<file path="config.mk">
export PLATFORM = sky130hd
export DESIGN_NAME = multi_zone_range_presence_filter_unit
export DESIGN_NICKNAME = d
export VERILOG_FILES = /design/src/rtl/mzrp_pkg.sv /design/src/rtl/multi_zone_range_presence_filter_unit.sv
export VERILOG_INCLUDE_DIRS = /design/src /design/src/rtl
export SDC_FILE = /design/constraint.sdc
export NUM_CORES = 1
export LEC_CHECK = 0
export ABC_CLOCK_PERIOD_IN_PS = 8500
export BUFFER_PORTS_ARGS = -buffer_cell sky130_fd_sc_hd__buf_2
export CAP_MARGIN = 20
export CORE_UTILIZATION = 40
export DETAILED_ROUTE_END_ITERATION = 10
export SYNTH_ARGS = -nofsm -noshare
export SYNTH_HDL_FRONTEND = slang
export SYNTH_SLANG_ARGS = --single-unit
</file>
<file path="constraint.sdc">
create_clock -name clk -period 8.5 [get_ports clk]
set_input_delay 1.7 -clock clk [delete_from_list [all_inputs] [get_ports clk]]
set_output_delay 1.7 -clock clk [all_outputs]
set_load 0.01 [all_outputs]
</file>
<file path="src/rtl/multi_zone_range_presence_filter_unit_defines.svh">
// Assertion macros shared by the presence filter RTL.
`ifndef MULTI_ZONE_RANGE_PRESENCE_FILTER_UNIT_DEFINES_SVH
`define MULTI_ZONE_RANGE_PRESENCE_FILTER_UNIT_DEFINES_SVH

// Check a property on every clock edge outside reset.
`define MZRP_ASSERT(lbl, prop, msg) \
  lbl: assert property (@(posedge clk) disable iff (rst) (prop)) else $error(msg);

// Check a property on every clock edge, reset included.
`define MZRP_ASSERT_ALWAYS(lbl, prop, msg) \
  lbl: assert property (@(posedge clk) (prop)) else $error(msg);

`endif

</file>
<file path="src/rtl/mzrp_pkg.sv">
package mzrp_pkg;

  // Field and register widths
  localparam int DIST_W    = 16;
  localparam int MASK_W    = 4;
  localparam int CFG_IDX_W = 3;
  localparam int CFG_W     = 32;
  localparam int PERSIST_W = 8;
  localparam int ACTIVE_W  = 3;

  typedef logic [DIST_W-1:0]    dist_t;
  typedef logic [MASK_W-1:0]    mask_t;
  typedef logic [CFG_IDX_W-1:0] cfg_idx_t;
  typedef logic [CFG_W-1:0]     cfg_data_t;
  typedef logic [PERSIST_W-1:0] persist_t;
  typedef logic [ACTIVE_W-1:0]  active_t;

  // Register indexes
  localparam cfg_idx_t REG_ZONE0_BOUNDS = 3'd0;
  localparam cfg_idx_t REG_ZONE1_BOUNDS = 3'd1;
  localparam cfg_idx_t REG_ZONE2_BOUNDS = 3'd2;
  localparam cfg_idx_t REG_ZONE3_BOUNDS = 3'd3;
  localparam cfg_idx_t REG_PERSISTENCE  = 3'd4;
  localparam cfg_idx_t REG_ACTIVE_ZONES = 3'd5;

  // Reset values
  localparam persist_t PERSIST_RESET = 8'd1;

endpackage

</file>
<file path="src/rtl/multi_zone_range_presence_filter_unit.sv">
// Multi-zone range presence filter.
// Input channel: in_valid / in_stall carry one sample_distance per transaction.
// Output channel: out_valid / out_stall carry one result transaction per sample:
// enter_mask, exit_mask, present_mask and echo_distance (the sample when any
// zone entered, else zero).
// Config port: cfg_we writes cfg_data into register cfg_index at the clock edge;
// indexes 0..3 are zone windows (max in 31:16, min in 15:0), 4 is persistence,
// 5 is the active zone count. Write only while no transaction is in flight.
// Path: an accepted sample lands in the input register, then moves on to the
// result register, where its result is offered; one sample per cycle unless
// out_stall holds the result register. Per-zone window compares and run counter
// updates all sit in one combinational stage between the two registers.
// Stall: while out_stall holds a full result register, the input register still
// takes one transaction if empty, then holds and in_stall rises; nothing is
// dropped or repeated.
// Reset (rst, synchronous, active high): both stages empty, run counters and
// present flags cleared, windows 0, persistence 1, no zones active.
`include "multi_zone_range_presence_filter_unit_defines.svh"

module multi_zone_range_presence_filter_unit #(
  parameter int ZONES     = 4,
  parameter int RUN_WIDTH = 8
) (
  input  logic                  clk,
  input  logic                  rst,
  // Config write port
  input  logic                  cfg_we,
  input  mzrp_pkg::cfg_idx_t    cfg_index,
  input  mzrp_pkg::cfg_data_t   cfg_data,
  // Sample channel
  input  logic                  in_valid,
  output logic                  in_stall,
  input  mzrp_pkg::dist_t       sample_distance,
  // Result channel
  output logic                  out_valid,
  input  logic                  out_stall,
  output mzrp_pkg::mask_t       enter_mask,
  output mzrp_pkg::mask_t       exit_mask,
  output mzrp_pkg::mask_t       present_mask,
  output mzrp_pkg::dist_t       echo_distance
);
  import mzrp_pkg::*;

  localparam int CMP_W = (RUN_WIDTH > PERSIST_W) ? RUN_WIDTH : PERSIST_W;
  localparam logic [RUN_WIDTH-1:0] RUN_MAX = {RUN_WIDTH{1'b1}};

  typedef logic [RUN_WIDTH-1:0] run_t;

  // Configuration registers
  cfg_data_t zone_bounds [ZONES];
  persist_t  persistence;
  active_t   active_zones;

  // Zone state
  run_t       inside_run  [ZONES];
  run_t       outside_run [ZONES];
  logic [ZONES-1:0] present_flag;

  // Input stage
  logic  s1_valid;
  dist_t s1_distance;

  // Next values from the update logic
  run_t       inside_run_next  [ZONES];
  run_t       outside_run_next [ZONES];
  logic [ZONES-1:0] present_flag_next;
  logic [ZONES-1:0] enter_next;
  logic [ZONES-1:0] exit_next;

  logic advance;
  logic in_accept;

  assign advance   = !out_valid || !out_stall;
  assign in_stall  = s1_valid && !advance;
  assign in_accept = in_valid && !in_stall;

  // Decode register writes
  always_ff @(posedge clk) begin
    if (rst) begin
      for (int z = 0; z < ZONES; z++) begin
        zone_bounds[z] <= '0;
      end
      persistence  <= PERSIST_RESET;
      active_zones <= '0;
    end else if (cfg_we) begin
      unique case (cfg_index)
        REG_PERSISTENCE:  persistence  <= cfg_data[PERSIST_W-1:0];
        REG_ACTIVE_ZONES: active_zones <= cfg_data[ACTIVE_W-1:0];
        default: begin
          for (int z = 0; z < ZONES; z++) begin
            if (cfg_index == CFG_IDX_W'(z)) begin
              zone_bounds[z] <= cfg_data;
            end
          end
        end
      endcase
    end
  end

  // Capture the sample into the input register
  always_ff @(posedge clk) begin
    if (rst) begin
      s1_valid <= 1'b0;
    end else if (advance || !s1_valid) begin
      s1_valid <= in_valid;
    end
  end

  always_ff @(posedge clk) begin
    if (in_accept) begin
      s1_distance <= sample_distance;
    end
  end

  // Window compare and run counter update per zone
  always_comb begin
    logic [DIST_W-1:0] lo;
    logic [DIST_W-1:0] hi;
    logic              in_win;
    logic              active;
    logic              hit;
    for (int z = 0; z < ZONES; z++) begin
      lo     = zone_bounds[z][DIST_W-1:0];
      hi     = zone_bounds[z][2*DIST_W-1:DIST_W];
      in_win = (s1_distance >= lo) && (s1_distance <= hi);
      active = (ACTIVE_W'(z) < active_zones);
      if (in_win) begin
        inside_run_next[z]  = (inside_run[z] == RUN_MAX) ? RUN_MAX
                                                         : inside_run[z] + 1'b1;
        outside_run_next[z] = '0;
        hit = CMP_W'(inside_run_next[z]) >= CMP_W'(persistence);
      end else begin
        outside_run_next[z] = (outside_run[z] == RUN_MAX) ? RUN_MAX
                                                          : outside_run[z] + 1'b1;
        inside_run_next[z]  = '0;
        hit = CMP_W'(outside_run_next[z]) >= CMP_W'(persistence);
      end
      enter_next[z] = active && in_win && hit && !present_flag[z];
      exit_next[z]  = active && !in_win && hit && present_flag[z];
      present_flag_next[z] = active && (enter_next[z] ||
                                        (present_flag[z] && !exit_next[z]));
      // Hold inactive zones at zero so they start fresh
      if (!active) begin
        inside_run_next[z]  = '0;
        outside_run_next[z] = '0;
      end
    end
  end

  // Commit zone state when the sample moves to the result register
  always_ff @(posedge clk) begin
    if (rst) begin
      for (int z = 0; z < ZONES; z++) begin
        inside_run[z]  <= '0;
        outside_run[z] <= '0;
      end
      present_flag <= '0;
    end else if (s1_valid && advance) begin
      for (int z = 0; z < ZONES; z++) begin
        inside_run[z]  <= inside_run_next[z];
        outside_run[z] <= outside_run_next[z];
      end
      present_flag <= present_flag_next;
    end
  end

  // Result register
  always_ff @(posedge clk) begin
    if (rst) begin
      out_valid <= 1'b0;
    end else if (advance) begin
      out_valid <= s1_valid;
    end
  end

  always_ff @(posedge clk) begin
    if (s1_valid && advance) begin
      enter_mask    <= MASK_W'(enter_next);
      exit_mask     <= MASK_W'(exit_next);
      present_mask  <= MASK_W'(present_flag_next);
      echo_distance <= (|enter_next) ? s1_distance : '0;
    end
  end

  // Assertions
  `MZRP_ASSERT(a_enter_exit_disjoint, out_valid |-> ((enter_mask & exit_mask) == '0), "zone both entered and exited")
  `MZRP_ASSERT(a_events_match_presence, out_valid |-> (((enter_mask & ~present_mask) == '0) && ((exit_mask & present_mask) == '0)), "event disagrees with present flag")
  `MZRP_ASSERT(a_echo_only_on_enter, (out_valid && (enter_mask == '0)) |-> (echo_distance == '0), "echo distance without enter event")
  `MZRP_ASSERT(a_unused_bits_zero, out_valid |-> ((present_mask >> ZONES) == '0), "mask bit set above zone count")
  `MZRP_ASSERT_ALWAYS(a_reset_empties, rst |=> (!out_valid && !s1_valid), "pipeline not empty after reset")

endmodule

</file>
# ---- Yosys cells after proc, flatten, opt, wreduce, memory -nomap -nowiden
# Memories as Yosys holds them, arrays and structs flattened.
# Index checks and enable logic that the tools add are counted.
# Widths: inputs -> output; s select.
dict set report word_totals {
  output_inout_bits 30
  mem_count 3
  word_cells 198
  input_bits 56
  reg_bits 61
  ram_bits 192
}
# name depth word_bits rd rd_ports_with_merged_regs write_ports line
set mem_list {}
lappend mem_list {zone_bounds 4 32 4 0 4 multi_zone_range_presence_filter_unit.sv:50} ;# cfg_data_t zone_bounds [ZONES];
lappend mem_list {inside_run 4 8 4 0 4 multi_zone_range_presence_filter_unit.sv:55} ;# run_t inside_run [ZONES];
lappend mem_list {outside_run 4 8 4 0 4 multi_zone_range_presence_filter_unit.sv:56} ;# run_t outside_run [ZONES];
dict set report op_classes {
  add_sub_neg 8
  muxes 65
  n_reduce_logical 67
  bitwise 12
  n_eq_ne 13
  n_lt_le_gt_ge 20
}
# operator n
set ops {}
lappend ops {{$mux 8} 32}
lappend ops {{$mux 32} 4}
lappend ops {{$add 8x1->8 const B} 8}
lappend ops {{$eq 8x8->1 const B} 8}
lappend ops {{$ge 16x16->1} 4}
lappend ops {{$ge 8x8->1} 8}
lappend ops {{$le 16x16->1} 4}
lappend ops {{$logic_and 1x1->1} 39}
lappend ops {{$mux 1} 29}
lappend ops {{$logic_not 1->1} 17}
lappend ops {{$or 1x1->1} 12}
lappend ops {{$eq 3x2->1 const B} 2}
lappend ops {{$eq 3x3->1 const B} 2}
lappend ops {{$logic_or 1x1->1} 6}
lappend ops {{$lt 1x3->1 const A} 2}
lappend ops {{$lt 2x3->1 const A} 2}
lappend ops {{$reduce_and 2->1} 2}
lappend ops {{$reduce_or 4->1} 1}
lappend ops {{$eq 3x1->1 const B} 1}
lappend ops {{$logic_not 3->1} 1}
lappend ops {{$reduce_or 2->1} 1}

# ---- Depth between registers and ports, before layout
dict set report depth {
  depth_word 10
  mapped_depth 15
  depth_no_buf 14
}

# ---- Worst setup path before layout
# No wires, ideal clock.
dict set report synth_timing {
  kind {input to register}
  start {input rst}
  end {memory inside_run[0][0] (netlist name) (enable)}
  path_slack_ps 4508
  path_buffers 1
  setup_ps 432
  path_stages 2
  arrival_ps 3560
  path_cell_list {clkbuf_1 nand2b_1}
}
# element line
set synth_rtl {}
lappend synth_rtl {{start, declared} multi_zone_range_presence_filter_unit.sv:25} ;# input logic rst,
lappend synth_rtl {{end, declared} multi_zone_range_presence_filter_unit.sv:55}

# ---- Worst setup path after layout
dict set report layout_timing {
  start {input out_stall}
  end {output in_stall}
}
dict set report layout_between {
  elab_chain_cells 4
}
# element line
set layout_rtl {}
lappend layout_rtl {{start, declared} multi_zone_range_presence_filter_unit.sv:36} ;# input logic out_stall,
lappend layout_rtl {{$logic_not 1->1} multi_zone_range_presence_filter_unit.sv:73} ;# assign advance = !out_valid || !out_stall;
lappend layout_rtl {{$logic_or 1x1->1} multi_zone_range_presence_filter_unit.sv:73}
lappend layout_rtl {{$logic_not 1->1} multi_zone_range_presence_filter_unit.sv:74} ;# assign in_stall = s1_valid && !advance;
lappend layout_rtl {{$logic_and 1x1->1} multi_zone_range_presence_filter_unit.sv:74}
lappend layout_rtl {{end, declared} multi_zone_range_presence_filter_unit.sv:32} ;# output logic in_stall,
# Every way passes these cells.

==> results.cfg <==
[run_status]
run_status = finished clean

[pwr]
power_leakage_nw = 7.37
pwr_density_cell_nw_per_um2 = 185
power.ir.vdd_worst_mv = 0.190

[final_layout]
multiInputGateArea_um2 = 7120
area_growth_syn_to_layout_pct = 14.1
most_common_cell_after_layout_fill_and_taps_aside = edfxtp_1
fillerInstances = 3391
final_cell_mix = edfxtp_1 (236), ha_1 (200), inv_1 (144)
post_route_cells_drive_above_1_share_pct = 11.0
ff_latch_area_um2 = 7430
layout.core_utilization_pct = 46.8
num-nets-final = 1743

[global_routing]
grt.overflow.total = 0
pin_count_of_the_biggest_net_entering_global_routing = 49
grt.total_usage_pct = 18.8
initial_antenna_violation_count = 6
grt_pass1_wl_mm = 56.2
first_global_vias = 10326

[synthesis]
postSynthAreaPerCell_um2 = 10.9
yosys_warnings = 0
synth_largest_area_cell = edfxtp_1
yosys.area.top_type_share_pct = 46.8
synth_flop_cell = edfxtp_1
syn-instance-count = 1387
synth_cell_types = 61
synth_async_sr_flop_share_pct = 0
seq_area_frac_synth_pct = 49.0
syn-num-nets = 1643
synth-edff-count = 236
synth.ff_latch_count = 253
syn-cell-area_um2 = 15200
synth_top_cells_by_area = edfxtp_1 (47%), ha_1 (17%), and2_1 (5.9%)

[floorplan]
standard_cell_row_count = 70
core_region_area_um2 = 37000
floorplan.die_area_um2 = 38700
ios = 86
floorplan.initialDensity_pct = 41.0
chipWidth_um = 197
fp.dieH_um = 197

[placement]
hpwlAfterDp_mm = 25.9
final_weighted_congestion_of_routability_driven_global_placement = 0.841
numPortBuffers = 85

[cts]
worstSkewPairLatency_ns = 0.58
cts_inserted_buffers = 30
cts_num_sinks = 253
cts.repair_timing.setup_buffer_count = 0
ctsLongestPathBuffers = 3
clk_transition_reported_paths_ns = 0.06
htree_levels = 1
cts_hold_buffers = 0
ctsRootBufferMaster = clkbuf_16
postCtsResizedCells = 0
tritoncts = yes

[critical_path]
data_required_critical_path_ns = 6.80
start_kind = input pin
worst_path_dominant_cell_family = buffers and inverters
critical_path.cell_chain = buf_2, and3_1, buf_2
path_max_fanout = 3
timing.critical_path.buf_inv = 2
critical_path.most_common_cell = buf_2
critical-path-max-stage-delay_ns = 0.20
critical_path.slowest_cell = and3_1
cp.arrival_ns = 2.15
criticalPathCategory = in2out
timing.critical_path.to_type = output pin

[drt]
drtAntennaViolNets = 0
avgRoutedWirePerCell_um = 17.7
drt-vias-per-instance = 5.24
routed_wirelength_mm = 35.7
route.vias.total = 10566
drt_pre_antenna_iters = 5
drc_errors = 0
drt_iter0_drc = 527

[sta]
final.period_utilization_pct = 45.3
fin_setup_tns_ns = 0
period_minus_slack_ns = 3.85
setup_viol_count_final = 0
grt_setup_unrepaired = no
clock_skew_ns = 0.0258
hold_viol_final = 0
slew_at_the_pin_with_the_worst_max_slew_slack_ns = 1.02
timing.final.max_slew_violations = 0
fmaxAchievable_mhz = 260
maxSlewHeadroom_pct = 32.1

[hold_path]
hold_path.class = reg2reg

[run]
drv_cap = 0
==> sequential cells by signal (all words and copies together), names as in the netlist <==
register and count:
active_zones 3, echo_distance 16, enter_mask 4, exit_mask 4
inside_run 32, out_valid 1, outside_run 32, persistence 8
present_flag 4, present_mask 4, s1_distance 16, s1_valid 1
zone_bounds 128
==> synth_stat cells (4+ instances only) <==
cell type,instances
dfxtp_1,17
nor2_1,64
clkbuf_1,25
o21a_1,6
nor2b_1,26
a21oi_2,6
and4_1,5
xnor2_1,9
edfxtp_1,236
and2_1,142
inv_1,144
ha_1,200
nand2_1,71
and3_1,23
mux2i_1,14
nand4_1,30
a21boi_0,7
nor3_1,14
a221oi_1,7
a21boi_1,9
xor2_1,15
or4_1,4
a31oi_1,11
a21o_1,21
a21oi_1,96
o21ai_0,33
a2111o_1,4
nand2b_1,26
o31ai_1,4
o211ai_1,9
a211o_1,4
a211oi_1,8
nand3_1,48
==> tightest hold or removal path, cell delays in order (launching register included) <==
cell and delay, ns:
dfxtp_1 0.32, mux2i_1 0.06, nor2_1 0.08
==> metrics by stage <==
step / instances / hold slack (ns) / cell area (um2) / setup WS [ns] / total power, W
after global routing: 2015 / 0.510 / 17300 / 4.39 / 0.00335
after global placement: 1958 / 0.472 / 16200 / 4.66 / 0.00186
after CTS: 2013 / 0.497 / 17300 / 4.65 / 0.00324
after detailed placement: 1959 / 0.482 / 16300 / 4.65 / 0.00188
after floorplan: 1387 / 0.451 / 15200 / 4.51 / 0.00174
final: 2015 / 0.498 / 17300 / 4.65 / 0.00320
==> cells by family (layout without fill, tap and decap cells) <==
kind of cell               after synthesis  count (layout)  share of synthesized area, %
and+or+nand+nor                        471             471                          17.1
DFF                                    253             253                          49.0
AOI/OAI and AO/OA                      249             249                          10.6
adders and majority gates              200             200                          16.5
buffers and inverters                  173             295                          4.33
xor gates and xnor gates                24              24                          1.39
muxes                                   17              17                          1.15
other                                    0               2                             0
==> power breakdown <==
group,internal (W),total (W),leakage [nW],switching (W)
combinational,0.000148,0.000369,4.39,0.000221
clock,0.000829,0.00135,0.506,0.000521
sequential,0.00143,0.00148,2.48,0.0000478
==> per-layer routing <==
metal  up-vias  global-route usage [%]  wire length, um
met4         8                    6.80             1030
met2       222                    29.9            15800
li1       5235                       -                -
met1      5036                    25.6            17000
met3        65                    3.35             1840
met5         -                       0               55
==> area by class of cell <==
type	instances	area share, %
inverter	144	3.12
tap	504	3.65
sequential	253	42.9
clock inverter	19	1.57
multi-input combinational	961	41.2
antenna	2	0.0289
timing repair buffer	97	3.10
clock buffer	35	4.45
==> final timing paths <==
check / startpoint / end / slack, ns / depth (start not counted)
setup / recovery: out_stall / in_stall / 4.65 / 3
hold / removal: persistence[3] / persistence[3] / 0.50 / 2
setup reg to reg: inside_run[1][2] / echo_distance[2] / 4.70 / 12
hold reg to reg: persistence[3] / persistence[3] / 0.50 / 2
Note: power is estimated with default switching activity, not from simulation.
